**config.mk**
```make
export PLATFORM = sky130hd
export DESIGN_NAME = rmq_sqrt_pipe
export DESIGN_NICKNAME = d
export VERILOG_FILES = /design/src/rtl/rmq_pkg.sv /design/src/rtl/rmq_sqrt_pipe.sv
export SDC_FILE = /design/constraint.sdc
export NUM_CORES = 1
export LEC_CHECK = 0
export ABC_AREA = 1
export BUFFER_PORTS_ARGS = -buffer_cell sky130_fd_sc_hd__buf_2
export CORE_ASPECT_RATIO = 1.5
export CORE_MARGIN = 2
export CORE_UTILIZATION = 63
export DETAILED_ROUTE_END_ITERATION = 10
export GPL_TIMING_DRIVEN = 0
export PLACE_DENSITY = 0.8
export SLEW_MARGIN = 20
export SYNTH_ARGS = -nofsm -noshare
export SYNTH_HDL_FRONTEND = slang
export SYNTH_SLANG_ARGS = --single-unit
```
**constraint.sdc**
```tcl
create_clock -name clk -period 4.5 [get_ports clk]
set_clock_uncertainty 0.15 [all_clocks]
set_input_delay 0.9 -clock clk [delete_from_list [all_inputs] [get_ports clk]]
set_output_delay 0.9 -clock clk [all_outputs]
set_load 0.01 [all_outputs]
```
**src/rtl/rmq_pkg.sv**
```systemverilog
// Shared types, widths and constants for the rotation matrix to quaternion unit.
// No dependencies; every other file imports this package.
package rmq_pkg;

	// Fixed-point format of every field
	localparam int FRAC_BITS = 16;
	localparam int FIELD_W   = 18;

	// Trace and radicand arithmetic
	localparam int SUM_W  = FIELD_W + 3;
	localparam int RAD_W  = FIELD_W + 1;
	localparam int NSQ_W  = RAD_W + FRAC_BITS;
	localparam int ROOT_W = (NSQ_W + 1) / 2;
	localparam int SQ_STEPS = ROOT_W;

	// Quotient arithmetic
	localparam int DIFF_W  = FIELD_W + 1;
	localparam int NUM_W   = DIFF_W + FRAC_BITS;
	localparam int DEN_W   = ROOT_W + 1;
	localparam int QUO_W   = FIELD_W;
	localparam int CMP_W   = DEN_W + QUO_W;
	localparam int DV_STEPS = QUO_W;
	localparam int LANES   = 3;

	localparam logic signed [FIELD_W-1:0] SAT_MAX = {1'b0, {(FIELD_W-1){1'b1}}};
	localparam logic signed [FIELD_W-1:0] SAT_MIN = {1'b1, {(FIELD_W-1){1'b0}}};
	localparam logic signed [SUM_W-1:0]   ONE     = SUM_W'(1) << FRAC_BITS;

	typedef logic signed [FIELD_W-1:0] fix_t;
	typedef logic signed [DIFF_W-1:0]  diff_t;

	// Component that takes the half root
	typedef enum logic [3:0] {
		BR_W = 4'b0001,
		BR_X = 4'b0010,
		BR_Y = 4'b0100,
		BR_Z = 4'b1000
	} branch_t;

	// Branch and off-diagonal terms, in ascending order of the other three slots
	typedef struct packed {
		branch_t br;
		diff_t   d0;
		diff_t   d1;
		diff_t   d2;
	} side_t;

	// Per-item control through the divider stages
	typedef struct packed {
		branch_t                          br;
		logic [ROOT_W-1:0]                root;
		logic [DEN_W-1:0]                 den;
		logic                             zr;
		logic [LANES-1:0]                 neg;
		logic [LANES-1:0]                 ovf;
		logic [LANES-1:0][QUO_W-1:0]      quo;
	} dv_ctl_t;

endpackage

```
**src/rtl/rmq_sqrt_pipe.sv**
```systemverilog
// Pipelined integer square root, one result bit per stage, of rad << FRAC_BITS.
// Depends on rmq_pkg.
module rmq_sqrt_pipe import rmq_pkg::*; (
	input  logic              clk,
	input  logic              arst_n,
	input  logic              adv,
	input  logic              in_vld,
	input  logic [RAD_W-1:0]  rad,
	input  side_t             in_side,
	output logic              out_vld,
	output logic [ROOT_W-1:0] root,
	output side_t             out_side
);

	logic [NSQ_W-1:0]    rem_s  [SQ_STEPS];
	logic [NSQ_W-1:0]    res_s  [SQ_STEPS];
	side_t               side_s [SQ_STEPS];
	logic [SQ_STEPS-1:0] vld_s;

	for (genvar k = 0; k < SQ_STEPS; k++) begin : g_stage
		localparam logic [NSQ_W-1:0] BIT = NSQ_W'(1) << (2 * (SQ_STEPS - 1 - k));
		logic [NSQ_W-1:0] rem_i, res_i, trial, rem_o, res_o;
		side_t            side_i;
		logic             vld_i;

		if (k == 0) begin : g_first
			assign rem_i  = {rad, {FRAC_BITS{1'b0}}};
			assign res_i  = '0;
			assign side_i = in_side;
			assign vld_i  = in_vld;
		end else begin : g_next
			assign rem_i  = rem_s[k-1];
			assign res_i  = res_s[k-1];
			assign side_i = side_s[k-1];
			assign vld_i  = vld_s[k-1];
		end

		// Try the next root bit
		always_comb begin
			trial = res_i + BIT;
			if (rem_i >= trial) begin
				rem_o = rem_i - trial;
				res_o = (res_i >> 1) + BIT;
			end else begin
				rem_o = rem_i;
				res_o = res_i >> 1;
			end
		end

		always_ff @(posedge clk or negedge arst_n) begin
			if (!arst_n) begin
				vld_s[k] <= 1'b0;
			end else if (adv) begin
				vld_s[k] <= vld_i;
			end
		end

		always_ff @(posedge clk) begin
			if (adv) begin
				rem_s[k]  <= rem_o;
				res_s[k]  <= res_o;
				side_s[k] <= side_i;
			end
		end
	end

	assign out_vld  = vld_s[SQ_STEPS-1];
	assign root     = res_s[SQ_STEPS-1][ROOT_W-1:0];
	assign out_side = side_s[SQ_STEPS-1];

endmodule

```
After elaboration in Yosys (flattened, before gate mapping)

Memory sizes are Yosys's and may differ from the RTL's.
Index checks and enable logic that the tools add are counted.

Register bits: 18
Bits in latches: 0
Bits in writable memories: 2,358
Bits in read-only memories: 0
Input bits: 84
Output and inout bits: 80
Logic and storage cells: 129
Memories kept: 3

Memory list:

| memory | depth | width | rd ports | clocked after memory_dff | wr ports | line                | text |
|---|---|---|---|---|---|---|---|
| side_s | 18    | 61    | 18       | 0                        | 18       | rmq_sqrt_pipe.sv:17 | `side_t side_s [SQ_STEPS];` |
| rem_s  | 18    | 35    | 17       | 0                        | 18       | rmq_sqrt_pipe.sv:15 | `logic [NSQ_W-1:0] rem_s [SQ_STEPS];` |
| res_s  | 18    | 35    | 18       | 0                        | 18       | rmq_sqrt_pipe.sv:16 | `logic [NSQ_W-1:0] res_s [SQ_STEPS];` |

$add $sub $neg: 52
$mul: 0
Divide/modulo/power cells: 0
Order comparisons: 18
Eq/ne operators: 0
Shifts and indexed selects: 0
Multiplexer cells: 38
Bitwise gates (word level): 0
Reduce and logical (&&, ||, !) cells: 0

Operators by type and width:

| operator                                                         | number |
|---|---|
| 35-bit two-way mux                                               | 36 |
| 35-bit >= comparator                                             | 17 |
| 35-bit subtractor                                                | 17 |
| 34-bit by 1-bit adder with 35-bit output, second input constant  | 1 |
| 34-bit by 11-bit adder with 35-bit output, second input constant | 1 |
| 34-bit by 13-bit adder with 35-bit output, second input constant | 1 |
| 34-bit by 15-bit adder with 35-bit output, second input constant | 1 |
| 34-bit by 17-bit adder with 35-bit output, second input constant | 1 |
| 34-bit by 19-bit adder with 35-bit output, second input constant | 1 |
| 34-bit by 21-bit adder with 35-bit output, second input constant | 1 |
| 34-bit by 23-bit adder with 35-bit output, second input constant | 1 |
| 34-bit by 25-bit adder with 35-bit output, second input constant | 1 |
| 34-bit by 27-bit adder with 35-bit output, second input constant | 1 |
| 34-bit by 29-bit adder with 35-bit output, second input constant | 1 |
| 34-bit by 3-bit adder with 35-bit output, second input constant  | 1 |
| 34-bit by 31-bit adder with 35-bit output, second input constant | 1 |
| 34-bit by 33-bit adder with 35-bit output, second input constant | 1 |
| 34-bit by 5-bit adder with 35-bit output, second input constant  | 1 |
| 34-bit by 7-bit adder with 35-bit output, second input constant  | 1 |
| 34-bit by 9-bit adder with 35-bit output, second input constant  | 1 |
| 35-bit by 1-bit adder with 35-bit output, second input constant  | 1 |
| 35-bit by 11-bit adder with 35-bit output, second input constant | 1 |
| 35-bit by 13-bit adder with 35-bit output, second input constant | 1 |
| 35-bit by 15-bit adder with 35-bit output, second input constant | 1 |
| 16 further kinds                                                 | 17 |

Depth between registers and ports, before layout

An unclocked memory read counts as a cell.

Depth after elaboration: 4
Depth in mapped cells: 15
Gate-level depth less buffers: 15

Worst setup path before layout

No wires, ideal clock.

Kind: reg-to-reg
Start point: memory rem_s[13][8] in the netlist's numbering
End point: memory rem_s[14][24] in the netlist's numbering, data pin
Arrival time: 1,850 ps
Path slack: 2,251 ps
Cell stages (with the launch flop): 12
Period minus slack after synthesis: 2,249 ps
Cell sequence: edfxtp_1 > ha_1 > fa_1 > nand3_1 > nand3_1 > nand3_1 > nand2_1 > nand2_1 > nand2_1 > xor2_1 > nand2_1 > inv_1

RTL lines:

| what        | line |
|---|---|
| from (decl) | rmq_sqrt_pipe.sv:15 |

==> results.yml <==
setup_path:
  worstPathMaxFanout: 159
  worstReg2RegEnd: "rem_s[13][13]"
  worst-endpoint-arrival_ps: 4330
  critical_path_required_ps: 4760
  r2r_cells: 10
  r2r_start: "rem_s[12][17]"
  worstSetupEndpointType: "flip-flop"
  r2r_setup_slack_ps: 1420
  worstSetupPathType: "primary input to flip-flop"
  startpoint_type: "primary input"
worst_hold_path:
  worstHoldEndpoint: "rem_s[0][28]"
  min_from: "rad[12]"
  hp-class: "primary input to flip-flop"
  hold_path_depth: 1
placed_design:
  port_buffers: 162
  placed_cells: 6408
  hpwl_um: 80400
  dpl_worst_slack_ps: -446
  gp_congestion: 0.951
  dpl_cell_area_um2: 68500
final_layout:
  finish.utilization: 0.707
  num-fill-cells: 6852
  finalNonFillerCells: 6674
  area_delta_synth_final_pct: 11.9
  fin_area_um2: 73400
  nets: 5421
  diodes: 0
  drive_gt1_frac: 0.0957
die:
  dieArea_um2: 107000
  fp-row-count: 145
  die_w_um: 267
  num_io_pins: 164
  start_util: 0.632
  design.core.area_um2: 104000
  die_y_um: 399
cts:
  post_cts_buffers: 0
  postCtsResizedCells: 0
  numCtsBuffers: 145
  cts_hold_repair.buffers: 1
  cts_tree: "done"
  ctsHtreeMaxLevel: 4
  cts_root_buffer: "clkbuf_16"
  clk_pin_slew_ps: 60
  clock_latency_ps: 780
  clock_sinks: 1659
  cts_buffer_depth: 3
power:
  p_per_area_nw_per_um2: 504
  p_leak_uw: 0.0288
  max-vdd-ir-drop_uv: 452
timing:
  maxSlewViolCount: 0
  worst_pin_slew_ps: 870
  max_slew_margin: 0.420
  timing.final.crit_share: 0.905
  setup_ws_ps: 428
  clock.fmax_mhz: 246
  hold_viol_final: 0
  final-setup-viol-count: 0
  setup_tns_ps: 0
  min_period_ps: 4070
  grt_setup_unrepaired: "false"
grt:
  grt_max_degree: 161
  grt_pass1_wl_um: 188000
  track_usage: 0.233
  grt_pass1_vias: 36400
  antenna_found_initial: 0
  gr-total-overflow: 0
yosys:
  yosysWarnings: 0
  synth_cell_type_count: 48
  async_reset_ff_frac: 0.0108
  synth_area_um2: 65600
  syn_inst: 4839
  synth_common_cells: "edfxtp_1, nand2_1, inv_1"
  syn_area_per_cell_um2: 13.6
  synth-seq-area-share: 0.758
  ys_ff_latch: 1659
  synth_edf_count: 1641
  yosysTopAreaCell: "edfxtp_1"
  synth.area.top_cells: "edfxtp_1, nand2_1, inv_1"
  yosys.area.top_type_share: 0.751
  synth_nets: 5100
  yosysMostFrequentCell: "edfxtp_1"
  synth_ff_type: "edfxtp_1"
detailed_routing:
  ant_nets: 0
  firstDrtPassIters: 5
  route.detailed.drc: 0
  drtIter0Drc: 2595
  num_vias: 35600
  wl_per_cell_um: 18.1
  routed_wirelength_um: 121000
  avgViaCountPerCell: 5.33
run:
  drv_cap: 0
outcome:
  status: "finished, final reports clean"
[critical path, cell delays in order]
cell and delay [ps]:
buf_12 420, buf_16 520, buf_16 410, buf_16 430, buf_16 590, buf_16 530
[state kept, by name (all words and copies together), names as in the netlist]
name and cells:
g_stage.vld_i 17, rem_s 372, side_s 1098, res_s 171, out_vld 1
[layout make-up]
type | count | area, µm² | share of cell area
plain buffers | 32 | 248 | 0.00338
clock inverters | 98 | 1170 | 0.0159
clock buffers | 167 | 3730 | 0.0509
inverters | 609 | 2290 | 0.0313
well taps | 1396 | 1750 | 0.0238
multi-input cells | 2539 | 13300 | 0.182
repair buffers | 174 | 1140 | 0.0155
flip-flops and latches | 1659 | 49700 | 0.678
[cell usage in the layout, fill, tap and decap left out, types with 27 or more instances in the layout]
cell       Yosys  layout
nor2_1       335     335
buf_2          6     167
inv_1        589     589
clkinv_2       0      27
ha_1         170     170
clkbuf_16      0     146
nand3_1      210     210
nor3_1        41      41
o21ai_1       29      29
o21ai_0      122     122
xor2_1        63      63
nand4_1       62      62
edfxtp_1    1641    1641
clkinv_1       0      30
a21oi_1      194     194
xnor2_1       74      74
nand2_1     1078    1078
[kinds of logic after synthesis]
logic type / Yosys count / synth area share
simple gates: 1816 / 0.116
flops: 1659 / 0.758
buf+inv: 641 / 0.0387
compound gates: 406 / 0.0340
fa+ha+maj: 177 / 0.0346
xor+xnor: 137 / 0.0183
mux: 2 / 0.000343
other cells: 1 / 0.0000572
[layer usage]
metal	vias up	track usage	wire, µm
met5	-	0	0
met3	372	0.0342	4030
li1	17400	-	-
met4	0	0.142	7690
met2	861	0.457	69100
met1	16900	0.226	40300
[worst max path at each step]
stage | startpoint | end | cells past startpoint
floorplan | rem_s[13][8] | rem_s[14][24] | 11
global placement | adv | side_s[13][26] | 1
detailed placement | adv | side_s[13][26] | 6
CTS | adv | side_s[15][51] | 6
global route | adv | side_s[15][51] | 6
finish | adv | side_s[8][49] | 6
[where the power goes]
group / switching, µW / internal, µW / total (µW) / leakage, µW
clock: 5600 / 7050 / 12600 / 0.00237
sequential: 724 / 18700 / 19400 / 0.0161
combinational: 3250 / 1630 / 4880 / 0.0104
total: 9570 / 27400 / 37000 / 0.0288
[per-stage QoR]
step,hold WS [ps],power [µW]
finish,136,37000
global route,89.7,38500
CTS,75.4,37200
detailed placement,255,24600
global placement,250,25100
floorplan,250,22800
No activity file was read; power rests on OpenSTA's default activity.
