==> config.mk <==
export PLATFORM = sky130hd
export DESIGN_NAME = rmq_prep
export DESIGN_NICKNAME = d
export VERILOG_FILES = /design/src/rtl/rmq_pkg.sv /design/src/rtl/rmq_prep.sv
export SDC_FILE = /design/constraint.sdc
export NUM_CORES = 1
export LEC_CHECK = 0
export BUFFER_PORTS_ARGS = -buffer_cell sky130_fd_sc_hd__buf_2
export CELL_PAD_IN_SITES_DETAIL_PLACEMENT = 0
export CELL_PAD_IN_SITES_GLOBAL_PLACEMENT = 1
export CORE_ASPECT_RATIO = 2
export CORE_UTILIZATION = 38
export CTS_CLUSTER_DIAMETER = 120
export CTS_CLUSTER_SIZE = 16
export DETAILED_ROUTE_END_ITERATION = 8
export GPL_ROUTABILITY_DRIVEN = 0
export PLACE_DENSITY_LB_ADDON = 0.1
export RECOVER_POWER = 50
export SLEW_MARGIN = 30
export SYNTH_ARGS = -nofsm -noshare
export SYNTH_HDL_FRONTEND = slang
export SYNTH_SLANG_ARGS = --single-unit
==> constraint.sdc <==
create_clock -name clk -period 1.07 [get_ports clk]
set_clock_uncertainty 0.1 [all_clocks]
set_input_delay 0.214 -clock clk [delete_from_list [all_inputs] [get_ports clk]]
set_output_delay 0.214 -clock clk [all_outputs]
set_load 0.02 [all_outputs]
==> src/rtl/rmq_pkg.sv <==
// Shared types, widths and constants for the rotation matrix to quaternion unit.
// No dependencies; every other file imports this package.
package rmq_pkg;

	// Fixed-point format of every field
	localparam int FRAC_BITS = 16;
	localparam int FIELD_W   = 18;

	// Trace and radicand arithmetic
	localparam int SUM_W  = FIELD_W + 3;
	localparam int RAD_W  = FIELD_W + 1;
	localparam int NSQ_W  = RAD_W + FRAC_BITS;
	localparam int ROOT_W = (NSQ_W + 1) / 2;
	localparam int SQ_STEPS = ROOT_W;

	// Quotient arithmetic
	localparam int DIFF_W  = FIELD_W + 1;
	localparam int NUM_W   = DIFF_W + FRAC_BITS;
	localparam int DEN_W   = ROOT_W + 1;
	localparam int QUO_W   = FIELD_W;
	localparam int CMP_W   = DEN_W + QUO_W;
	localparam int DV_STEPS = QUO_W;
	localparam int LANES   = 3;

	localparam logic signed [FIELD_W-1:0] SAT_MAX = {1'b0, {(FIELD_W-1){1'b1}}};
	localparam logic signed [FIELD_W-1:0] SAT_MIN = {1'b1, {(FIELD_W-1){1'b0}}};
	localparam logic signed [SUM_W-1:0]   ONE     = SUM_W'(1) << FRAC_BITS;

	typedef logic signed [FIELD_W-1:0] fix_t;
	typedef logic signed [DIFF_W-1:0]  diff_t;

	// Component that takes the half root
	typedef enum logic [3:0] {
		BR_W = 4'b0001,
		BR_X = 4'b0010,
		BR_Y = 4'b0100,
		BR_Z = 4'b1000
	} branch_t;

	// Branch and off-diagonal terms, in ascending order of the other three slots
	typedef struct packed {
		branch_t br;
		diff_t   d0;
		diff_t   d1;
		diff_t   d2;
	} side_t;

	// Per-item control through the divider stages
	typedef struct packed {
		branch_t                          br;
		logic [ROOT_W-1:0]                root;
		logic [DEN_W-1:0]                 den;
		logic                             zr;
		logic [LANES-1:0]                 neg;
		logic [LANES-1:0]                 ovf;
		logic [LANES-1:0][QUO_W-1:0]      quo;
	} dv_ctl_t;

endpackage

==> src/rtl/rmq_prep.sv <==
// First stage: trace, branch choice, clamped radicand and off-diagonal terms.
// Depends on rmq_pkg.
module rmq_prep import rmq_pkg::*; (
	input  logic              clk,
	input  logic              arst_n,
	input  logic              adv,
	input  logic              in_vld,
	input  fix_t              m00, m01, m02, m10, m11, m12, m20, m21, m22,
	output logic              out_vld,
	output logic [RAD_W-1:0]  rad,
	output side_t             side
);

	logic signed [SUM_W-1:0] a00, a11, a22, tr, s;
	side_t                   side_c;
	logic [RAD_W-1:0]        rad_c;
	logic                    vld_s1;
	logic [RAD_W-1:0]        rad_s1;
	side_t                   side_s1;

	assign a00 = SUM_W'(m00);
	assign a11 = SUM_W'(m11);
	assign a22 = SUM_W'(m22);
	assign tr  = a00 + a11 + a22;

	// Pick the branch and form its radicand and terms
	always_comb begin
		if (tr > 0) begin
			s         = tr + ONE;
			side_c.br = BR_W;
			side_c.d0 = DIFF_W'(m21) - DIFF_W'(m12);
			side_c.d1 = DIFF_W'(m02) - DIFF_W'(m20);
			side_c.d2 = DIFF_W'(m10) - DIFF_W'(m01);
		end else if (a11 > a00 && a11 > a22) begin
			s         = a11 - a00 - a22 + ONE;
			side_c.br = BR_Y;
			side_c.d0 = DIFF_W'(m02) - DIFF_W'(m20);
			side_c.d1 = DIFF_W'(m10) + DIFF_W'(m01);
			side_c.d2 = DIFF_W'(m21) + DIFF_W'(m12);
		end else if (a22 > a00) begin
			s         = a22 - a00 - a11 + ONE;
			side_c.br = BR_Z;
			side_c.d0 = DIFF_W'(m10) - DIFF_W'(m01);
			side_c.d1 = DIFF_W'(m02) + DIFF_W'(m20);
			side_c.d2 = DIFF_W'(m21) + DIFF_W'(m12);
		end else begin
			s         = a00 - a11 - a22 + ONE;
			side_c.br = BR_X;
			side_c.d0 = DIFF_W'(m21) - DIFF_W'(m12);
			side_c.d1 = DIFF_W'(m10) + DIFF_W'(m01);
			side_c.d2 = DIFF_W'(m02) + DIFF_W'(m20);
		end
		// Clamp a negative radicand to zero
		if (s <= 0) begin
			rad_c = '0;
		end else begin
			rad_c = s[RAD_W-1:0];
		end
	end

	// Stage register
	always_ff @(posedge clk or negedge arst_n) begin
		if (!arst_n) begin
			vld_s1 <= 1'b0;
		end else if (adv) begin
			vld_s1 <= in_vld;
		end
	end

	always_ff @(posedge clk) begin
		if (adv) begin
			rad_s1  <= rad_c;
			side_s1 <= side_c;
		end
	end

	assign out_vld = vld_s1;
	assign rad     = rad_s1;
	assign side    = side_s1;

endmodule

After elaboration in Yosys (flattened, before gate mapping)
Cells that the tools add are included.
W data, S select, Z words.
- $add $sub $neg: 18
- $lt $le $gt $ge: 5
- muxes and demuxes: 6
- reduce and logical (&&, ||, !) cells: 2
- operator list (kind ; number):
    $sub A18 B18 Y19 ; 6
    $add A20 B18 Y21 const B ; 4
    $add A18 B18 Y19 ; 4
    $mux W21 ; 3
    $mux W61 ; 1
    $mux W60 ; 1
    $sub A19 B18 Y20 ; 3
    $mux W57 ; 1
    $gt A18 B18 Y1 ; 3
    $le A21 B1 Y1 const B ; 1
    $add A19 B18 Y20 ; 1
    $gt A20 B1 Y1 const B ; 1
    $reduce_or A2 Y1 ; 1
    $logic_and A1 B1 Y1 ; 1
- flip-flop bits (word level): 81
- input bits: 166
- output and inout port bits: 81
- logic and storage cells: 38

Logic depth before layout (Yosys ltp)
Gate-level depths: netlist of the first run.
- depth after elaboration: 7
- depth in mapped cells: 27
- gate-level depth less buffers: 26

Worst setup path before layout of the first run
OpenSTA, ideal clock, no wires.
- path type: input port to flip-flop
- start point: in m00[0]
- end point: reg side_s1 (netlist bit side[26]) (data pin)
- setup time: 0.274 ns
- arrival time: 4.845 ns
- data required time: 0.696 ns
- setup slack: -4.149 ns
- stages: 26
- path buffers: 0
- cells stage by stage: inv_1 -> fa_1 -> inv_1 -> ha_1 -> inv_1 -> fa_1 -> maj3_2 -> a211oi_2 -> o211ai_1 -> o21bai_2 -> a21oi_1 -> o21ai_2 -> xor2_1 -> inv_1 -> ha_1 -> and4b_1 -> nand3_1 -> or4_1 -> nor3b_1 -> and4_1 -> nand4_1 -> o21ai_2 -> inv_2 -> or3_1 -> a21oi_1 -> a221oi_1
- RTL lines (element ; RTL line ; text):
    start, declared ; rmq_prep.sv:8 ; input fix_t m00, m01, m02, m10, m11, m12, m20, m21, m22,
    end signal, assigned ; rmq_prep.sv:73 ; side_s1 <= side_c;
    end, declared ; rmq_prep.sv:19 ; side_t side_s1;

==> results.yml, run 1 <==
placed_design:
  port_buffers: 246
  pre_cts_slack_ns: -4.592
  dpl.hpwl_mm: 57.74
routing:
  vias: 18020
  wl_per_cell_um: 18.67
  finalWirelength_mm: 65.25
  postRouteAntennaNets: 0
  initialDrtViolationCount: 701
  drtPass1Iterations: 5
  via_per_inst: 5.157
  drcViolationCount: 0
yosys:
  synth-adder-area-share_pct: 35.05
  synth-compound-area-share_pct: 20.83
  synth-xor-area-share_pct: 7.166
  synth_most_common_cell: "ha_1"
  ys_types: 80
  synth-warning-count: 0
  syn_area_per_cell_sq_um: 8.376
  synth.area.top_cells: "ha_1, edfxtp_1, fa_1"
  yosys.area_share.simple_pct: 13.97
  ys_ff_latch: 81
  syn_area_sq_um: 16740
  synth_ff_type: "edfxtp_1"
  netlist_top_cells_count: "ha_1, inv_1, nor2_1, a21oi_1, nand2_1"
  syn_inst: 1999
  synth_top_area_share_pct: 25.11
  syn_nets: 2583
  synth_top_family_by_area: "adder cells"
  yosys.area.top_type: "ha_1"
  ys_async_sr_fraction_pct: 1.235
  synth_edf_count: 80
  synthMuxAreaShare_pct: 1.046
  yosysSeqAreaShare_pct: 14.50
layout:
  regArea_sq_um: 2427
  nFillCells: 4068
  final_layout_size_suffix_gt1_share_pct: 36.81
  final_core_util_pct: 58.53
  area_growth_pct: 51.63
  layout.nets: 3521
  multi_input_area_sq_um: 13460
sta:
  final_hold_viol_count: 0
  setup_violations: 197
  fmax_mhz: 191.4
  fin_crit_sh_pct: 488.3
  tightestPinTransition_ns: 0.7139
  rsz0062_at_grt: "yes"
  relSlewSlack_pct: 51.18
  drv_slew: 0
  finalCriticalPeriod_ns: 5.225
  tns_ns: -333.83
  fin_ws_ns: -4.155
clocking:
  cts_root_buf: "clkbuf_16"
  htree_levels: 3
  clkTransAtPathRegs_ns: 0.07
  cts_tree: "yes"
  cts_made_buffers: 9
  cts_max_path_buffers: 2
  clock-sinks: 81
  clkLatencyLatePin_ns: 0.36
worst_setup_path:
  crit-reg2reg-capture: "out_vld"
  critPathCaptureType: "flip-flop"
  setup.worst_path.start_class: "input pin"
  cp_data_required_time_ns: 1.08
  worstRegToRegCells: 1
  critPathKind: "in2reg"
  regToRegSetupSlack_ns: 0.21
  rr_startpoint: "out_vld"
  path_max_fanout: 3
  worstPathArrival_ns: 5.23
floorplanning:
  pin_count: 247
  core_area_sq_um: 43380
  die_h_um: 298.9
  rows: 108
  die_area_sq_um: 44960
  initial_utilization_pct: 38.60
  die_w_um: 150.4
outcome:
  outcome: "finished, violations left"
  failed_checks: "negative setup slack"
power:
  finalPower_mw: 35.12
  powerDensity_nw_per_um2: 1383
  p_leak_nw: 12.84
  ir_drop_uv: 796.5
flow_run:
  max_cap_viol_count: 0
global_route:
  grt_pass1_vias: 19190
  grt_max_degree: 27
  grt_pass1_wl_mm: 98.84
  grt_antenna_before_repair: 3
  grt-ovfl-total: 0
  grt.total_usage_pct: 29.27
min_path:
  hold_class: "in2async"
[worst max-delay path: stages]
cell       delay (ns)
buf_6            0.10
fa_1             0.57
ha_4             0.16
inv_2            0.04
fa_2             0.35
maj3_2           0.37
a211oi_4         0.26
o211ai_1         0.17
o21bai_2         0.20
a21oi_2          0.08
o21ai_2          0.16
xor2_1           0.11
inv_1            0.07
ha_2             0.16
and4b_1          0.20
nand3_2          0.09
buf_4            0.14
buf_4            0.12
buf_4            0.12
buf_4            0.13
nor4_4           0.21
nand4_1          0.16
nor4_2           0.27
buf_4            0.20
o21ai_4          0.08
buf_6            0.15
o221a_4          0.21
a2bb2oi_2        0.15
[state kept, by name (all words and copies together) (netlist names)]
register and count:
out_vld 1, rad 19, side 61
[layout by cell type (no fill, tap or decap), types with 12 or more instances in the layout]
cell,count
o21ai_0,70
mux2i_1,13
o211ai_1,17
buf_12,12
nand2_1,105
o31ai_1,13
and3_1,12
nor3_1,37
a21o_1,24
a211oi_1,19
a31oi_1,14
xor2_1,35
buf_2,171
inv_1,258
nor2_1,156
o21ai_1,29
xnor2_1,102
buf_4,711
o22ai_1,18
nand2b_1,24
o21bai_1,16
o21a_1,33
nor2b_1,38
edfxtp_1,80
ha_1,334
nand3_1,22
buf_6,83
a21oi_1,154
or3_1,17
fa_1,80
[kinds of logic (layout without fill, tap and decap cells)]
group / after synthesis / in the layout
AO/OA/AOI/OAI: 538 / 538
AND/OR/NAND/NOR: 482 / 482
adder cells (fa/ha/maj): 420 / 420
buffers and inverters: 324 / 1267
XOR/XNOR: 137 / 137
flip-flops: 81 / 81
multiplexers: 17 / 17
other: 0 / 3
[worst max-delay path by stage]
| stage | startpoint | endpoint | slack, ns | cells after the start |
|---|---|---|---|---|
| after detailed placement | m00[1] | rad[5] | -4.59 | 25 |
| after CTS | m22[1] | side[26] | -4.08 | 25 |
| after global routing | m22[1] | side[26] | -4.38 | 25 |
| after global placement | m00[1] | rad[11] | -4.55 | 25 |
| after floorplan | m00[1] | side[26] | -3.93 | 24 |
| final | m22[1] | side[21] | -4.15 | 28 |
[power by group]
| group | total [mW] | switching [mW] | internal, mW |
|---|---|---|---|
| registers | 5.64 | 0.840 | 4.80 |
| clock network | 3.47 | 1.36 | 2.11 |
| logic | 26.0 | 13.2 | 12.9 |
| total | 35.1 | 15.4 | 19.8 |
[final cells by class]
class                   count  share of cell area, %
clock buffers              11                 0.9561
well taps                 550                  2.711
diodes                      3                0.02957
flip-flops and latches     81                  9.561
multi-input cells        1594                  53.02
repair buffers            988                  29.49
inverters                 263                  3.923
clock inverters             5                 0.3154
[layer usage]
layer | global-route usage [%] | vias up | wire length [um] | share of wire [%]
met5 | 0 | - | 8 | 0.012
met4 | 19.79 | 2 | 4700 | 7.2
met3 | 1.618 | 145 | 1633 | 2.5
met2 | 59.80 | 458 | 37360 | 57
met1 | 26.27 | 8595 | 21550 | 33
li1 | - | 8824 | - | -
[through the flow]
step | hold slack [ns] | instance area (sq um) | instances
final | 0.04420 | 25390 | 3495
after global routing | 0.06510 | 25390 | 3494
after CTS | 0.03332 | 25140 | 3488
after detailed placement | -0.1047 | 23970 | 3452
after global placement | -0.1011 | 23970 | 3452
after floorplan | -0.1816 | 16820 | 1999
[repair_timing]
| item | 4_1_cts | 5_1_grt |
|---|---|---|
| resized for setup | 194 | 51 |
| endpoints found under the setup margin | 161 | 161 |
| endpoints found under the hold margin | 2 | 0 |
| hold buffers | 2 | 0 |
| pin swaps | 22 | 13 |
| buffers inserted | 19 | 6 |
(Power assumes the default switching activity.)
==> run 2: changes to the inputs <==
Settings changed: MAX_ROUTING_LAYER set to met4.
==> run 2 against run 1 <==
  * The flow still finishes with violations (negative setup slack)
  * Flip-flop and latch count is the same
  * First-iteration DRC count shrank 7.0%
  * Combinational power is essentially flat
  * Setup slack improved by 0.054 ns
  * Critical endpoint is now side[26]
==> results.yml, run 2 (same netlist as run 1, synthesis figures left out) <==
outcome:
  outcome: "finished, violations left"
  failed_checks: "negative setup slack"
worst_setup_path:
  crit_slowest_cell: "fa_1"
  worstPathArrival_ns: 5.16
  critPathCaptureType: "flip-flop"
  worstRegToRegCells: 1
  cp_data_required_time_ns: 1.06
  path_max_fanout: 8
  setup.worst_path.start_class: "input pin"
  cpLargestDelayFamily: "simple AND/OR/NAND/NOR gates"
  cp_num_cells: 25
  path_buf_inv: 4
  critPathKind: "in2reg"
  critPathMaxStageDelay_ns: 0.57
placed_design:
  dpl.hpwl_mm: 57.74
  dp.cells: 3452
  dpl_cell_area_sq_um: 23970
  port_buffers: 246
min_path:
  hold_class: "in2async"
sta:
  final_hold_viol_count: 0
  fmax_mhz: 193.4
  fin_crit_sh_pct: 483.2
  fin_ws_ns: -4.101
  setup_violations: 208
  drv_slew: 0
  rsz0062_at_grt: "yes"
  finalCriticalPeriod_ns: 5.171
  tns_ns: -337.19
  hold_ws_ns: 0.04511
  tightestPinTransition_ns: 0.7115
  relSlewSlack_pct: 51.34
floorplanning:
  initial_utilization_pct: 38.60
  die_h_um: 298.9
  rows: 108
  core_area_sq_um: 43380
  die_area_sq_um: 44960
  die_w_um: 150.4
  pin_count: 247
layout:
  final_cell_mix: "buf_4, ha_1, inv_1"
  final_layout_size_suffix_gt1_share_pct: 36.83
  fin_area_sq_um: 25400
  layout.nets: 3522
  area_growth_pct: 51.67
  layout.cells.non_filler: 3497
  largest_register_ffs: 61
  regArea_sq_um: 2427
  nFillCells: 4067
  multi_input_area_sq_um: 13460
  layout_commonest_cell: "buf_4"
routing:
  via_per_inst: 5.140
  drtPass1Iterations: 5
  drcViolationCount: 0
  postRouteAntennaNets: 0
  initialDrtViolationCount: 652
  vias: 17980
  wl_per_cell_um: 18.65
  finalWirelength_mm: 65.21
clocking:
  htree_levels: 3
  clkLatencyLatePin_ns: 0.36
  clkTransAtPathRegs_ns: 0.07
  cts_max_path_buffers: 2
  cts_made_buffers: 9
  clock-sinks: 81
  cts_root_buf: "clkbuf_16"
  cts_tree: "yes"
global_route:
  grt.total_usage_pct: 30.11
  grt_max_degree: 27
  grt-ovfl-total: 0
  grt_pass1_wl_mm: 98.75
  grt_antenna_before_repair: 3
  grt_pass1_vias: 19190
power:
  finalPower_mw: 35.14
  switching_share_pct: 43.77
  p_int_mw: 19.76
  p_leak_nw: 12.85
  p_seq_share_pct: 16.0
  powerDensity_nw_per_um2: 1384
  comb_power_share_pct: 74.1
  clockPowerShare_pct: 9.9
  ir_drop_uv: 802.4
  p_sw_mw: 15.38
flow_run:
  max_cap_viol_count: 0
## run 2: cell types whose count changed in the layout (fill, tap and decap cells not counted)
cell,previous run,this run
clkbuf_4,2,1
diode_2,3,4
buf_2,171,172
o311ai_0,6,5
o311ai_1,1,2
buf_4,711,712
## run 2: through the flow
| stage | worst slack [ns] | util [%] |
|---|---|---|
| after floorplan | -3.928 | - |
| after global placement | -4.547 | 55.25 |
| after detailed placement | -4.592 | 55.25 |
| after CTS | -4.083 | 57.97 |
| after global routing | -4.357 | 58.54 |
| final | -4.101 | 58.55 |
## run 2: worst paths after layout
check                      startpoint       end  slack (ns)
setup / recovery               m22[1]  side[26]       -4.10
hold / removal                 arst_n   out_vld        0.05
setup reg to reg              out_vld   out_vld        0.21
hold reg to reg               out_vld   out_vld        0.44
max in group asynchronous      arst_n   out_vld        0.72
min in group clk               m12[0]  side[38]        0.31
## run 2: power groups by stage
stage	Clock (mW)	Sequential, mW	Combinational, mW
2_1_floorplan	0	6.16	11.3
3_3_place_gp	0	5.53	23.2
3_5_place_dp	0	5.49	23.6
4_1_cts	3.53	5.63	25.5
5_1_grt	3.60	5.63	28.1
6_report	3.47	5.63	26.0
## run 2: timing repair
action                                 in CTS  in global routing
endpoints found under the hold margin       2                  0
setup buffers                              19                  7
hold buffers                                2                  0
pin swaps                                  22                 12
gates resized for setup                   194                 52
setup endpoints to repair                 161                161
## run 2: layer usage
| layer | GRT usage [%] | wire length [um] |
|---|---|---|
| met1 | 26.27 | 21510 |
| met4 | 20.03 | 4762 |
| met5 | - | 0 |
| met2 | 59.70 | 37330 |
| met3 | 1.496 | 1607 |
## run 2: layout make-up
type | instances | share of cell area [%]
clock inverter | 5 | 0.3153
inverter | 263 | 3.922
multi-input combinational | 1594 | 53.00
sequential | 81 | 9.558
clock buffer | 11 | 0.9558
timing repair buffer | 989 | 29.50
tap | 550 | 2.710
antenna | 4 | 0.03941
